<file path="config.mk">
export PLATFORM = sky130hd
export DESIGN_NAME = drive_power_state_machine
export DESIGN_NICKNAME = d
export VERILOG_FILES = /design/src/hw/rtl/dpsm_pkg.sv /design/src/hw/rtl/drive_power_state_machine.sv /design/src/hw/rtl/dpsm_step.sv
export SDC_FILE = /design/constraint.sdc
export NUM_CORES = 1
export LEC_CHECK = 0
export BUFFER_PORTS_ARGS = -buffer_cell sky130_fd_sc_hd__buf_2
export CELL_PAD_IN_SITES_DETAIL_PLACEMENT = 0
export CELL_PAD_IN_SITES_GLOBAL_PLACEMENT = 2
export CORE_ASPECT_RATIO = 2
export CORE_MARGIN = 2
export CORE_UTILIZATION = 34
export CTS_BUF_LIST = sky130_fd_sc_hd__clkbuf_4
export DETAILED_ROUTE_END_ITERATION = 16
export GPL_TIMING_DRIVEN = 0
export PLACE_DENSITY = 0.85
export SLEW_MARGIN = 20
export SYNTH_ARGS = -nofsm -noshare
export SYNTH_HDL_FRONTEND = slang
export SYNTH_HIERARCHICAL = 1
export SYNTH_SLANG_ARGS = --single-unit
</file>
<file path="constraint.sdc">
create_clock -name aclk -period 1.9 [get_ports aclk]
set_input_delay 0.285 -clock aclk [delete_from_list [all_inputs] [get_ports aclk]]
set_output_delay 0.285 -clock aclk [all_outputs]
set_load 0.01 [all_outputs]
</file>
<file path="src/hw/rtl/dpsm_pkg.sv">
// Shared types and constants for the drive power state machine.
// No dependencies; imported by dpsm_step, drive_power_state_machine and tb.
`timescale 1ns / 1ps
`default_nettype none

package dpsm_pkg;

    typedef enum logic [2:0] {
        ST_NOT_READY   = 3'd0,
        ST_DISABLED    = 3'd1,
        ST_READY       = 3'd2,
        ST_SWITCHED_ON = 3'd3,
        ST_ENABLED     = 3'd4,
        ST_QUICK_STOP  = 3'd5,
        ST_FAULT_REACT = 3'd6,
        ST_FAULT       = 3'd7
    } drive_state_t;

    typedef enum logic [3:0] {
        TR_NONE            = 4'd0,
        TR_NOTREADY_DIS    = 4'd1,
        TR_DIS_READY       = 4'd2,
        TR_READY_DIS       = 4'd3,
        TR_READY_SWON      = 4'd4,
        TR_READY_EN        = 4'd5,
        TR_SWON_READY      = 4'd6,
        TR_SWON_EN         = 4'd7,
        TR_SWON_DIS        = 4'd8,
        TR_EN_SWON         = 4'd9,
        TR_EN_READY        = 4'd10,
        TR_EN_DIS          = 4'd11,
        TR_EN_QSTOP        = 4'd12,
        TR_QSTOP_DIS       = 4'd13,
        TR_FREACT_FAULT    = 4'd14,
        TR_FAULT_DIS       = 4'd15
    } trans_code_t;

    // flags packed {config, enable, power, brake}
    typedef logic [3:0] power_flags_t;

    localparam power_flags_t FLAGS_IDLE   = 4'h9;
    localparam power_flags_t FLAGS_SWON   = 4'hB;
    localparam power_flags_t FLAGS_ACTIVE = 4'h6;
    localparam power_flags_t FLAGS_FAULT  = 4'h8;
    localparam power_flags_t FLAGS_RESET  = 4'h0;

    localparam logic [15:0] LINK_OPERATIONAL = 16'd8;

    localparam logic [15:0] SW_NOT_READY   = 16'h0000;
    localparam logic [15:0] SW_DISABLED    = 16'h0040;
    localparam logic [15:0] SW_READY       = 16'h0021;
    localparam logic [15:0] SW_SWITCHED_ON = 16'h0023;
    localparam logic [15:0] SW_ENABLED     = 16'h0027;
    localparam logic [15:0] SW_QUICK_STOP  = 16'h0007;
    localparam logic [15:0] SW_FAULT_REACT = 16'h000F;
    localparam logic [15:0] SW_FAULT       = 16'h0008;

    typedef struct packed {
        power_flags_t prev_flags;
        power_flags_t flags;
        trans_code_t  code;
        logic [15:0]  status_word;
    } step_result_t;

endpackage

`default_nettype wire

</file>
<file path="src/hw/rtl/drive_power_state_machine.sv">
// An accepted input beat goes to the input register, then through dpsm_step into the
// result register that drives m_*. One beat per cycle unless m_tready stalls the result
// register. The drive state and flags update as a beat leaves the input register.
// Reset (aresetn low, synchronous): both stages empty, state not-ready, flags zero.
`timescale 1ns / 1ps
`default_nettype none

module drive_power_state_machine import dpsm_pkg::*; (
    input  wire logic        aclk,
    input  wire logic        aresetn,
    input  wire logic        s_tvalid,
    output logic             s_tready,
    input  wire logic [31:0] s_tdata,   // [15:0] control_word, [31:16] link_status
    output logic             m_tvalid,
    input  wire logic        m_tready,
    output logic [31:0]      m_tdata    // [15:0] status_word, [19:16] transition_code,
                                        // [20] cfg_permitted, [21] axis_enabled,
                                        // [22] power_applied, [23] brake_engaged,
                                        // [27:24] previous_flags, [31:28] zero
);

    logic         in_valid_reg, in_valid_next;
    logic [15:0]  cw_reg, cw_next;
    logic [15:0]  link_reg, link_next;
    logic         out_valid_reg, out_valid_next;
    step_result_t out_reg, out_next;
    drive_state_t state_reg, state_next;
    power_flags_t flags_reg, flags_next;

    drive_state_t step_state;
    power_flags_t step_flags;
    step_result_t step_result;
    logic         advance;
    logic         fire;

    dpsm_step u_step (
        .state_i      (state_reg),
        .flags_i      (flags_reg),
        .control_word (cw_reg),
        .link_status  (link_reg),
        .state_o      (step_state),
        .flags_o      (step_flags),
        .result_o     (step_result)
    );

    assign advance  = !out_valid_reg || m_tready;
    assign fire     = in_valid_reg && advance;
    assign s_tready = !in_valid_reg || advance;

    always_comb begin
        in_valid_next  = in_valid_reg;
        cw_next        = cw_reg;
        link_next      = link_reg;
        out_valid_next = out_valid_reg;
        out_next       = out_reg;
        state_next     = state_reg;
        flags_next     = flags_reg;
        if (s_tready) begin
            in_valid_next = s_tvalid;
            cw_next       = s_tdata[15:0];
            link_next     = s_tdata[31:16];
        end
        if (advance) begin
            out_valid_next = in_valid_reg;
            out_next       = step_result;
        end
        if (fire) begin
            state_next = step_state;
            flags_next = step_flags;
        end
    end

    always_ff @(posedge aclk) begin
        if (!aresetn) begin
            in_valid_reg  <= 1'b0;
            out_valid_reg <= 1'b0;
            state_reg     <= ST_NOT_READY;
            flags_reg     <= FLAGS_RESET;
        end else begin
            in_valid_reg  <= in_valid_next;
            out_valid_reg <= out_valid_next;
            state_reg     <= state_next;
            flags_reg     <= flags_next;
        end
        cw_reg   <= cw_next;
        link_reg <= link_next;
        out_reg  <= out_next;
    end

    assign m_tvalid = out_valid_reg;
    assign m_tdata  = {4'h0,
                       out_reg.prev_flags,
                       out_reg.flags[0], out_reg.flags[1],
                       out_reg.flags[2], out_reg.flags[3],
                       out_reg.code,
                       out_reg.status_word};

    // state only moves when a beat passes to the result register
    a_state_hold: assert property (@(posedge aclk) disable iff (!aresetn)
        !fire |=> $stable(state_reg))
        else $error("drive state changed without a beat");

    // a beat moving on always shows up as a result
    a_fire_out: assert property (@(posedge aclk) disable iff (!aresetn)
        fire |=> m_tvalid)
        else $error("beat lost between stages");

    // a zero code exactly when the state does not change
    a_code_match: assert property (@(posedge aclk) disable iff (!aresetn)
        fire |-> ((step_result.code == TR_NONE) == (step_state == state_reg)))
        else $error("transition code inconsistent with state change");

    // motion states always carry the active flag set
    a_active_flags: assert property (@(posedge aclk) disable iff (!aresetn)
        (state_reg == ST_ENABLED || state_reg == ST_QUICK_STOP)
            |-> (flags_reg == FLAGS_ACTIVE))
        else $error("flags wrong in enabled or quick stop");

endmodule

`default_nettype wire

</file>
<file path="src/hw/rtl/dpsm_step.sv">
// Transition logic: decodes the controlword and link status, picks the next
// drive state, transition code, flags and statusword. Uses dpsm_pkg.
`timescale 1ns / 1ps
`default_nettype none

module dpsm_step import dpsm_pkg::*; (
    input  drive_state_t state_i,
    input  power_flags_t flags_i,
    input  logic [15:0]  control_word,
    input  logic [15:0]  link_status,
    output drive_state_t state_o,
    output power_flags_t flags_o,
    output step_result_t result_o
);

    logic        link_op;
    logic        cmd_shutdown;
    logic        cmd_sw_on;
    logic        cmd_sw_on_en;
    logic        cmd_dis_volt;
    logic        cmd_qstop;
    logic        cmd_dis_op;
    logic        cmd_en_op;
    logic        cmd_f_reset;
    trans_code_t code;

    assign link_op      = (link_status == LINK_OPERATIONAL);
    assign cmd_shutdown = ((control_word & 16'h0087) == 16'h0006);
    assign cmd_sw_on    = ((control_word & 16'h0087) == 16'h0007);
    assign cmd_sw_on_en = ((control_word & 16'h008F) == 16'h000F);
    assign cmd_dis_volt = ((control_word & 16'h0082) == 16'h0000);
    assign cmd_qstop    = ((control_word & 16'h0086) == 16'h0002);
    assign cmd_dis_op   = ((control_word & 16'h008F) == 16'h0007);
    assign cmd_en_op    = ((control_word & 16'h008F) == 16'h000F);
    assign cmd_f_reset  = ((control_word & 16'h0080) == 16'h0080);

    // next state; within a state the first matching command wins
    always_comb begin
        state_o = state_i;
        code    = TR_NONE;
        unique case (state_i)
            ST_NOT_READY: begin
                if (link_op) begin
                    state_o = ST_DISABLED;
                    code    = TR_NOTREADY_DIS;
                end
            end
            ST_DISABLED: begin
                if (cmd_shutdown || link_op) begin
                    state_o = ST_READY;
                    code    = TR_DIS_READY;
                end
            end
            ST_READY: begin
                priority if (cmd_dis_volt) begin
                    state_o = ST_DISABLED;
                    code    = TR_READY_DIS;
                end else if (cmd_sw_on && cmd_sw_on_en) begin
                    state_o = ST_ENABLED;
                    code    = TR_READY_EN;
                end else if (cmd_sw_on) begin
                    state_o = ST_SWITCHED_ON;
                    code    = TR_READY_SWON;
                end
            end
            ST_SWITCHED_ON: begin
                priority if (cmd_shutdown) begin
                    state_o = ST_READY;
                    code    = TR_SWON_READY;
                end else if (cmd_en_op) begin
                    state_o = ST_ENABLED;
                    code    = TR_SWON_EN;
                end else if (cmd_dis_volt) begin
                    state_o = ST_DISABLED;
                    code    = TR_SWON_DIS;
                end
            end
            ST_ENABLED: begin
                // link loss drops to switch-on-disabled unless disable operation or shutdown is commanded
                priority if (cmd_dis_op) begin
                    state_o = ST_SWITCHED_ON;
                    code    = TR_EN_SWON;
                end else if (cmd_shutdown) begin
                    state_o = ST_READY;
                    code    = TR_EN_READY;
                end else if (cmd_dis_volt || !link_op) begin
                    state_o = ST_DISABLED;
                    code    = TR_EN_DIS;
                end else if (cmd_qstop) begin
                    state_o = ST_QUICK_STOP;
                    code    = TR_EN_QSTOP;
                end
            end
            ST_QUICK_STOP: begin
                if (cmd_dis_volt) begin
                    state_o = ST_DISABLED;
                    code    = TR_QSTOP_DIS;
                end
            end
            ST_FAULT_REACT: begin
                state_o = ST_FAULT;
                code    = TR_FREACT_FAULT;
            end
            ST_FAULT: begin
                if (cmd_f_reset) begin
                    state_o = ST_DISABLED;
                    code    = TR_FAULT_DIS;
                end
            end
            default: begin
                state_o = state_i;
                code    = TR_NONE;
            end
        endcase
    end

    // outputs of the new state
    always_comb begin
        flags_o              = flags_i;
        result_o.status_word = SW_NOT_READY;
        unique case (state_o)
            ST_NOT_READY: begin
                result_o.status_word = SW_NOT_READY;
            end
            ST_DISABLED: begin
                flags_o              = FLAGS_IDLE;
                result_o.status_word = SW_DISABLED;
            end
            ST_READY: begin
                flags_o              = FLAGS_IDLE;
                result_o.status_word = SW_READY;
            end
            ST_SWITCHED_ON: begin
                flags_o              = FLAGS_SWON;
                result_o.status_word = SW_SWITCHED_ON;
            end
            ST_ENABLED: begin
                flags_o              = FLAGS_ACTIVE;
                result_o.status_word = SW_ENABLED;
            end
            ST_QUICK_STOP: begin
                flags_o              = FLAGS_ACTIVE;
                result_o.status_word = SW_QUICK_STOP;
            end
            ST_FAULT_REACT: begin
                result_o.status_word = SW_FAULT_REACT;
            end
            ST_FAULT: begin
                flags_o              = FLAGS_FAULT;
                result_o.status_word = SW_FAULT;
            end
            default: begin
                flags_o              = flags_i;
                result_o.status_word = SW_NOT_READY;
            end
        endcase
        result_o.code       = code;
        result_o.flags      = flags_o;
        result_o.prev_flags = flags_i;
    end

endmodule

`default_nettype wire

</file>
After elaboration in Yosys (flattened, before gate mapping)

Cells that the tools add are included.

Latch bits: 0
Flip-flop bits (word level): 61
Memory bits (writable): 0
Output and inout bits: 34
ROM bits: 0
Logic and storage cells: 75
Memories: 0

$add $sub $neg: 0
Multipliers: 0
Multiplexer cells: 31
Order comparisons: 0
Reduce and logical (&&, ||, !) cells: 14
Div/mod/pow operators: 0
Equality and inequality tests: 20
Bitwise gates (word level): 0
Shifts and indexed selects: 0

Operators by type and width:

| cell                                                  | count |
|---|---|
| case mux 16 bit (8 select lines)                      | 1 |
| 2-to-1 mux 4 bit                                      | 11 |
| 2-to-1 mux 3 bit                                      | 14 |
| case mux 4 bit (8 select lines)                       | 1 |
| equality test 3 bit (second input constant)           | 8 |
| case mux 3 bit (8 select lines)                       | 1 |
| equality test 16 x 4 -> 1 bit (second input constant) | 1 |
| logical NOT 16 bit                                    | 1 |
| case mux 4 bit (4 select lines)                       | 1 |
| equality test 3 x 2 -> 1 bit (second input constant)  | 4 |
| equality test 3 x 1 -> 1 bit (second input constant)  | 3 |
| equality test 4 x 3 -> 1 bit (second input constant)  | 2 |
| logical NOT 3 bit                                     | 2 |
| equality test 5 x 3 -> 1 bit (second input constant)  | 1 |
| equality test 5 x 4 -> 1 bit (second input constant)  | 1 |
| logical OR 1 bit                                      | 4 |
| OR reduction 2 bit                                    | 2 |
| logical NOT 1 bit                                     | 3 |
| logical AND 1 bit                                     | 2 |
| 2-to-1 mux 2 bit                                      | 1 |
| 2-to-1 mux 1 bit                                      | 1 |

Logic depth before layout (Yosys ltp)

Word-level depth: 10
Mapped depth: 10
Gate-level depth less buffers: 9

By module

The synthesis kept the hierarchy.

Modules (own cells, without submodules):

| module                    | times used | area each (µm²) | cells an instance |
|---|---|---|---|
| drive_power_state_machine | 1          | 2208.4          | 105 |
| dpsm_step                 | 1          | 832.0           | 119 |

Least setup slack after synthesis

No wires, ideal clock.

Path kind: reg2reg
From: register link_reg[0]
To: register out_reg (netlist bit m_tdata[20]), data pin
Data required time: 1.649 ns
Arrival: 1.595 ns
Path buffers: 1
Stages on the path, launching flop included: 9
Path slack: 0.054 ns
Library setup time: 0.251 ns
Cell sequence: edfxtp_1 -> nor4b_4 -> nand4_4 -> nand3b_4 -> nand2_2 -> nand2b_1 -> inv_2 -> o21ai_1 -> buf_4

Cells in the longest elaborated chain, start to end: 10
Elaborated cells between the ends (all ways): 19
Classes of those cells: eq/ne (7); mux (7); reduce/logical (5)

Ends and longest elaborated chain:

| element                                     | RTL line                        | text |
|---|---|---|
| from (decl)                                 | drive_power_state_machine.sv:24 | `logic [15:0] link_reg, link_next;` |
| from (signal assigned)                      | drive_power_state_machine.sv:86 | `link_reg <= link_next;` |
| equality test 16 x 4 -> 1 bit *             | dpsm_step.sv:27                 | `assign link_op = (link_status == LINK_OPERATIONAL);` |
| logical NOT 1 bit                           | dpsm_step.sv:86                 | `end else if (cmd_dis_volt \|\| !link_op) begin` |
| logical OR 1 bit                            | dpsm_step.sv:86                 |  |
| 2-to-1 mux 3 bit                            | dpsm_step.sv:86                 |  |
| 2-to-1 mux 3 bit                            | dpsm_step.sv:83                 | `end else if (cmd_shutdown) begin` |
| 2-to-1 mux 3 bit                            | dpsm_step.sv:80                 | `priority if (cmd_dis_op) begin` |
| case mux 3 bit (8 select lines) *           | dpsm_step.sv:41                 | `unique case (state_i)` |
| net step_state[2]                           | drive_power_state_machine.sv:30 | `drive_state_t step_state;` |
| equality test 3 bit (tied with other cells) | dpsm_step.sv:121                | `unique case (state_o)` |
| OR reduction 2 bit (no source line)         | n/a                             |  |
| case mux 4 bit (4 select lines) *           | dpsm_step.sv:121                |  |
| net step_flags[3]                           | drive_power_state_machine.sv:31 | `power_flags_t step_flags;` |
| to (signal assigned)                        | drive_power_state_machine.sv:87 | `out_reg <= out_next;` |
| to (decl)                                   | drive_power_state_machine.sv:26 | `step_result_t out_reg, out_next;` |

The timed path passes the listed nets; every way through them passes the cells marked *.
A chain may end at the register's enable or synchronous reset.

Final worst setup path

From: register link_reg[12]
To: register flags_reg[3]

Cells in the longest elaborated chain, start to end: 10
Elaborated cells between the ends (all ways): 19
Classes of those cells: eq/ne (7); mux (7); reduce/logical (5)

Ends and longest elaborated chain:

| element                                     | RTL line                        | text |
|---|---|---|
| equality test 16 x 4 -> 1 bit *             | dpsm_step.sv:27                 |  |
| logical NOT 1 bit                           | dpsm_step.sv:86                 |  |
| logical OR 1 bit                            | dpsm_step.sv:86                 |  |
| 2-to-1 mux 3 bit                            | dpsm_step.sv:86                 |  |
| 2-to-1 mux 3 bit                            | dpsm_step.sv:83                 |  |
| 2-to-1 mux 3 bit                            | dpsm_step.sv:80                 |  |
| case mux 3 bit (8 select lines) *           | dpsm_step.sv:41                 |  |
| equality test 3 bit (tied with other cells) | dpsm_step.sv:121                |  |
| OR reduction 2 bit (no source line)         | n/a                             |  |
| case mux 4 bit (4 select lines) *           | dpsm_step.sv:121                |  |
| net step_flags[3]                           | drive_power_state_machine.sv:31 |  |
| to (signal assigned)                        | drive_power_state_machine.sv:83 | `flags_reg <= flags_next;` |
| to (decl)                                   | drive_power_state_machine.sv:28 | `power_flags_t flags_reg, flags_next;` |

Marks and branches as above.

==> metrics <==
worst-skew pair later-pin latency=roughly 0.39 ns; buffers added on ports=53; clock tree root driver cell=clkbuf_4; critical path cell sequence=nor4_4 > nand4_4 > and3b_2 > nand3b_4 > nor2b_4 > o21ai_2 > nand2_1 > mux2i_1; antenna violations before repair=0; Max Clk Rate=a little over 500 MHz; Data required, critical path=2.22 ns; area of the die=roughly 8700 um2; share of power burned in registers=0.617; worst hold path endpoint=link_reg[4]; fraction of layout cells with a size suffix above 1=0.4587; row count=46; total routed wirelength=about 4.7 mm; number of violations of the max-capacitance limit=0; final number of setup-violating endpoints=7; critical path class=reg2reg; clock sink count=58; Core Footprint=roughly 8000 um2; period utilization=1.043; maximum buffer depth of the clock tree=2; arrival time of the worst setup path=around 2.3 ns; transition time at the pin with the least slew margin=between 0.5 and 0.6 ns; beginning of the worst hold path=s_tdata[20]; total number of nets in the final design=~330; hold-fix buffers at CTS=0; number of endpoints with negative hold slack in the final report=0; final standard cell utilization of the core=0.4359; Inserted Clock Buffers=9; final critical delay including setup and external delays=around 2 ns; per-cell via count in the routed design=4.456; ANT nets after route=0; post-synthesis area per instance=12.72 um2; worst slew slack as a fraction of its limit=0.6057; launch instance of the worst register-to-register path=link_reg[12]; instance count along the most critical hold path=1; 1st-iter DRT viols=90; die extent in x=67.13 um; largest fanout on the critical path=6; pins over their slew limit=0; Setup crit start kind=flip-flop; number of instances in the synthesized netlist=213; reg2reg end=flags_reg[3]; slowest cell delay on critical path=between 0.4 and 0.5 ns; unrepaired setup endpoints after global routing=yes; wire length of the first global-routing pass=7.707 mm; failing checks=setup timing; share of total power in combinational logic=0.075; run status=complete, but fails checks; FF-to-FF path depth=8; drt wl/cell=roughly 12 um; cell area power density=about 700 nW/um2; critical-path cell with the highest stage delay=edfxtp_1; proportion of power drawn by the clock network=0.308; Net Sw Power=0.5273 mW; H-Tree Depth=3; post-synthesis to final-layout area growth=25.90%; remaining routing DRC violations=0; worst slack, placed=-0.2224 ns; class of the tightest hold or removal check=in2reg; net switching fraction of the power=0.2222; flip-flop count of the largest register after layout=28; Leakage=between 1.5 and 2 nW; total congestion overflow after global routing=0; element type at the critical path end=flip-flop; detailed-routing iteration count for the pre-antenna-repair pass=4; setup ws final=-0.08136 ns; internal power of the cells=between 1.5 and 2 mW; initial core utilization=0.3462; routability congestion estimate=between 0.7 and 0.8; Post-Synthesis Cell Area=about 2700 um2; setup slack, reg-to-reg=-0.08 ns; overall track demand over capacity in global routing=0.1196; pin count of the biggest net entering global routing=29; estimated wirelength of the detail-placed design=roughly 3.2 mm; final setup skew=slightly above 0.01 ns; vias in the first global route=1722; number of placed I/O pins=70; die outline height=about 130 um; clock-pin slew of the registers on the worst-case setup and hold paths=roughly 0.090 ns; count of antenna diodes in the layout=0; via count=between 1.5k and 2k; yosys warns=6; IR drop worst, VDD=between 0.5 and 0.6 mV; CTS tree=built
==> through the flow <==
step	power [mW]	std cells	hold slack, ns	setup TNS (ns)	cell area, um2
after floorplan	1.595	225	0.3839	0	2755
after global placement	1.657	374	0.4463	-1.137	3141
after detailed placement	1.661	374	0.4541	-1.115	3141
after CTS	2.416	395	0.02954	-0.4517	3333
after global routing	2.494	399	0.03258	-1.350	3412
final	2.373	399	0.06860	-0.3932	3412
==> layer usage <==
| metal | GRT usage | vias to the layer above | part of all wire |
|---|---|---|---|
| met4 | 0.06363 | 0 | 0.016 |
| met1 | 0.1358 | 818 | 0.42 |
| li1 | - | 906 | - |
| met2 | 0.1945 | 48 | 0.51 |
| met3 | 0.04052 | 6 | 0.054 |
| met5 | 0 | - | 0 |
==> placed cells by master (no fill, tap or decap), types with 5 or more instances in the layout <==
cell,count
buf_2,56
mux2i_1,7
clkbuf_4,13
o21ai_0,5
conb_1,14
buf_4,31
dfxtp_1,9
edfxtp_1,49
nand2b_1,5
nand2_1,26
a21oi_1,7
nor2_1,14
nand3_1,5
==> critical path, delay by kind of cell, from the launching register on <==
family,cells,cell delay [ns]
AND/OR/NAND/NOR,6,1.22
flip-flops,1,0.42
AO/OA/AOI/OAI,1,0.15
multiplexers,1,0.13
==> worst max-delay path by stage <==
| stage | startpoint | endpoint | slack [ns] | cells past startpoint |
|---|---|---|---|---|
| after global routing | link_reg[15] | flags_reg[3] | -0.26 | 8 |
| after global placement | link_reg[15] | m_tdata[20] | -0.24 | 8 |
| final | link_reg[12] | flags_reg[3] | -0.08 | 8 |
| after detailed placement | link_reg[15] | m_tdata[20] | -0.22 | 8 |
| after CTS | link_reg[12] | flags_reg[3] | -0.12 | 8 |
| after floorplan | link_reg[0] | m_tdata[20] | 0.05 | 8 |
==> area by class of cell <==
cell class	count	area, um2
Sequential cell	58	1652
Clock buffer	13	97.59
Fill cell	800	4415
Multi-Input combinational cell	131	942.2
Timing Repair Buffer	62	332.8
Inverter	5	22.52
Tap cell	96	120.1
Buffer	31	229.0
Clock inverter	3	16.27
==> power by group through the flow <==
stage / sequential, mW / clock (mW) / combinational, mW
finish: 1.46 / 0.731 / 0.177
global route: 1.47 / 0.827 / 0.195
CTS: 1.47 / 0.777 / 0.174
detailed placement: 1.49 / 0 / 0.169
global placement: 1.49 / 0 / 0.167
floorplan: 1.50 / 0 / 0.0900
==> timing repair <==
item / in CTS / in global routing
pin swaps: 7 / 1
buffers inserted: 5 / 4
resized for setup: 9 / 14
endpoints found under the setup margin: 9 / 41
(Power assumes the default switching activity.)
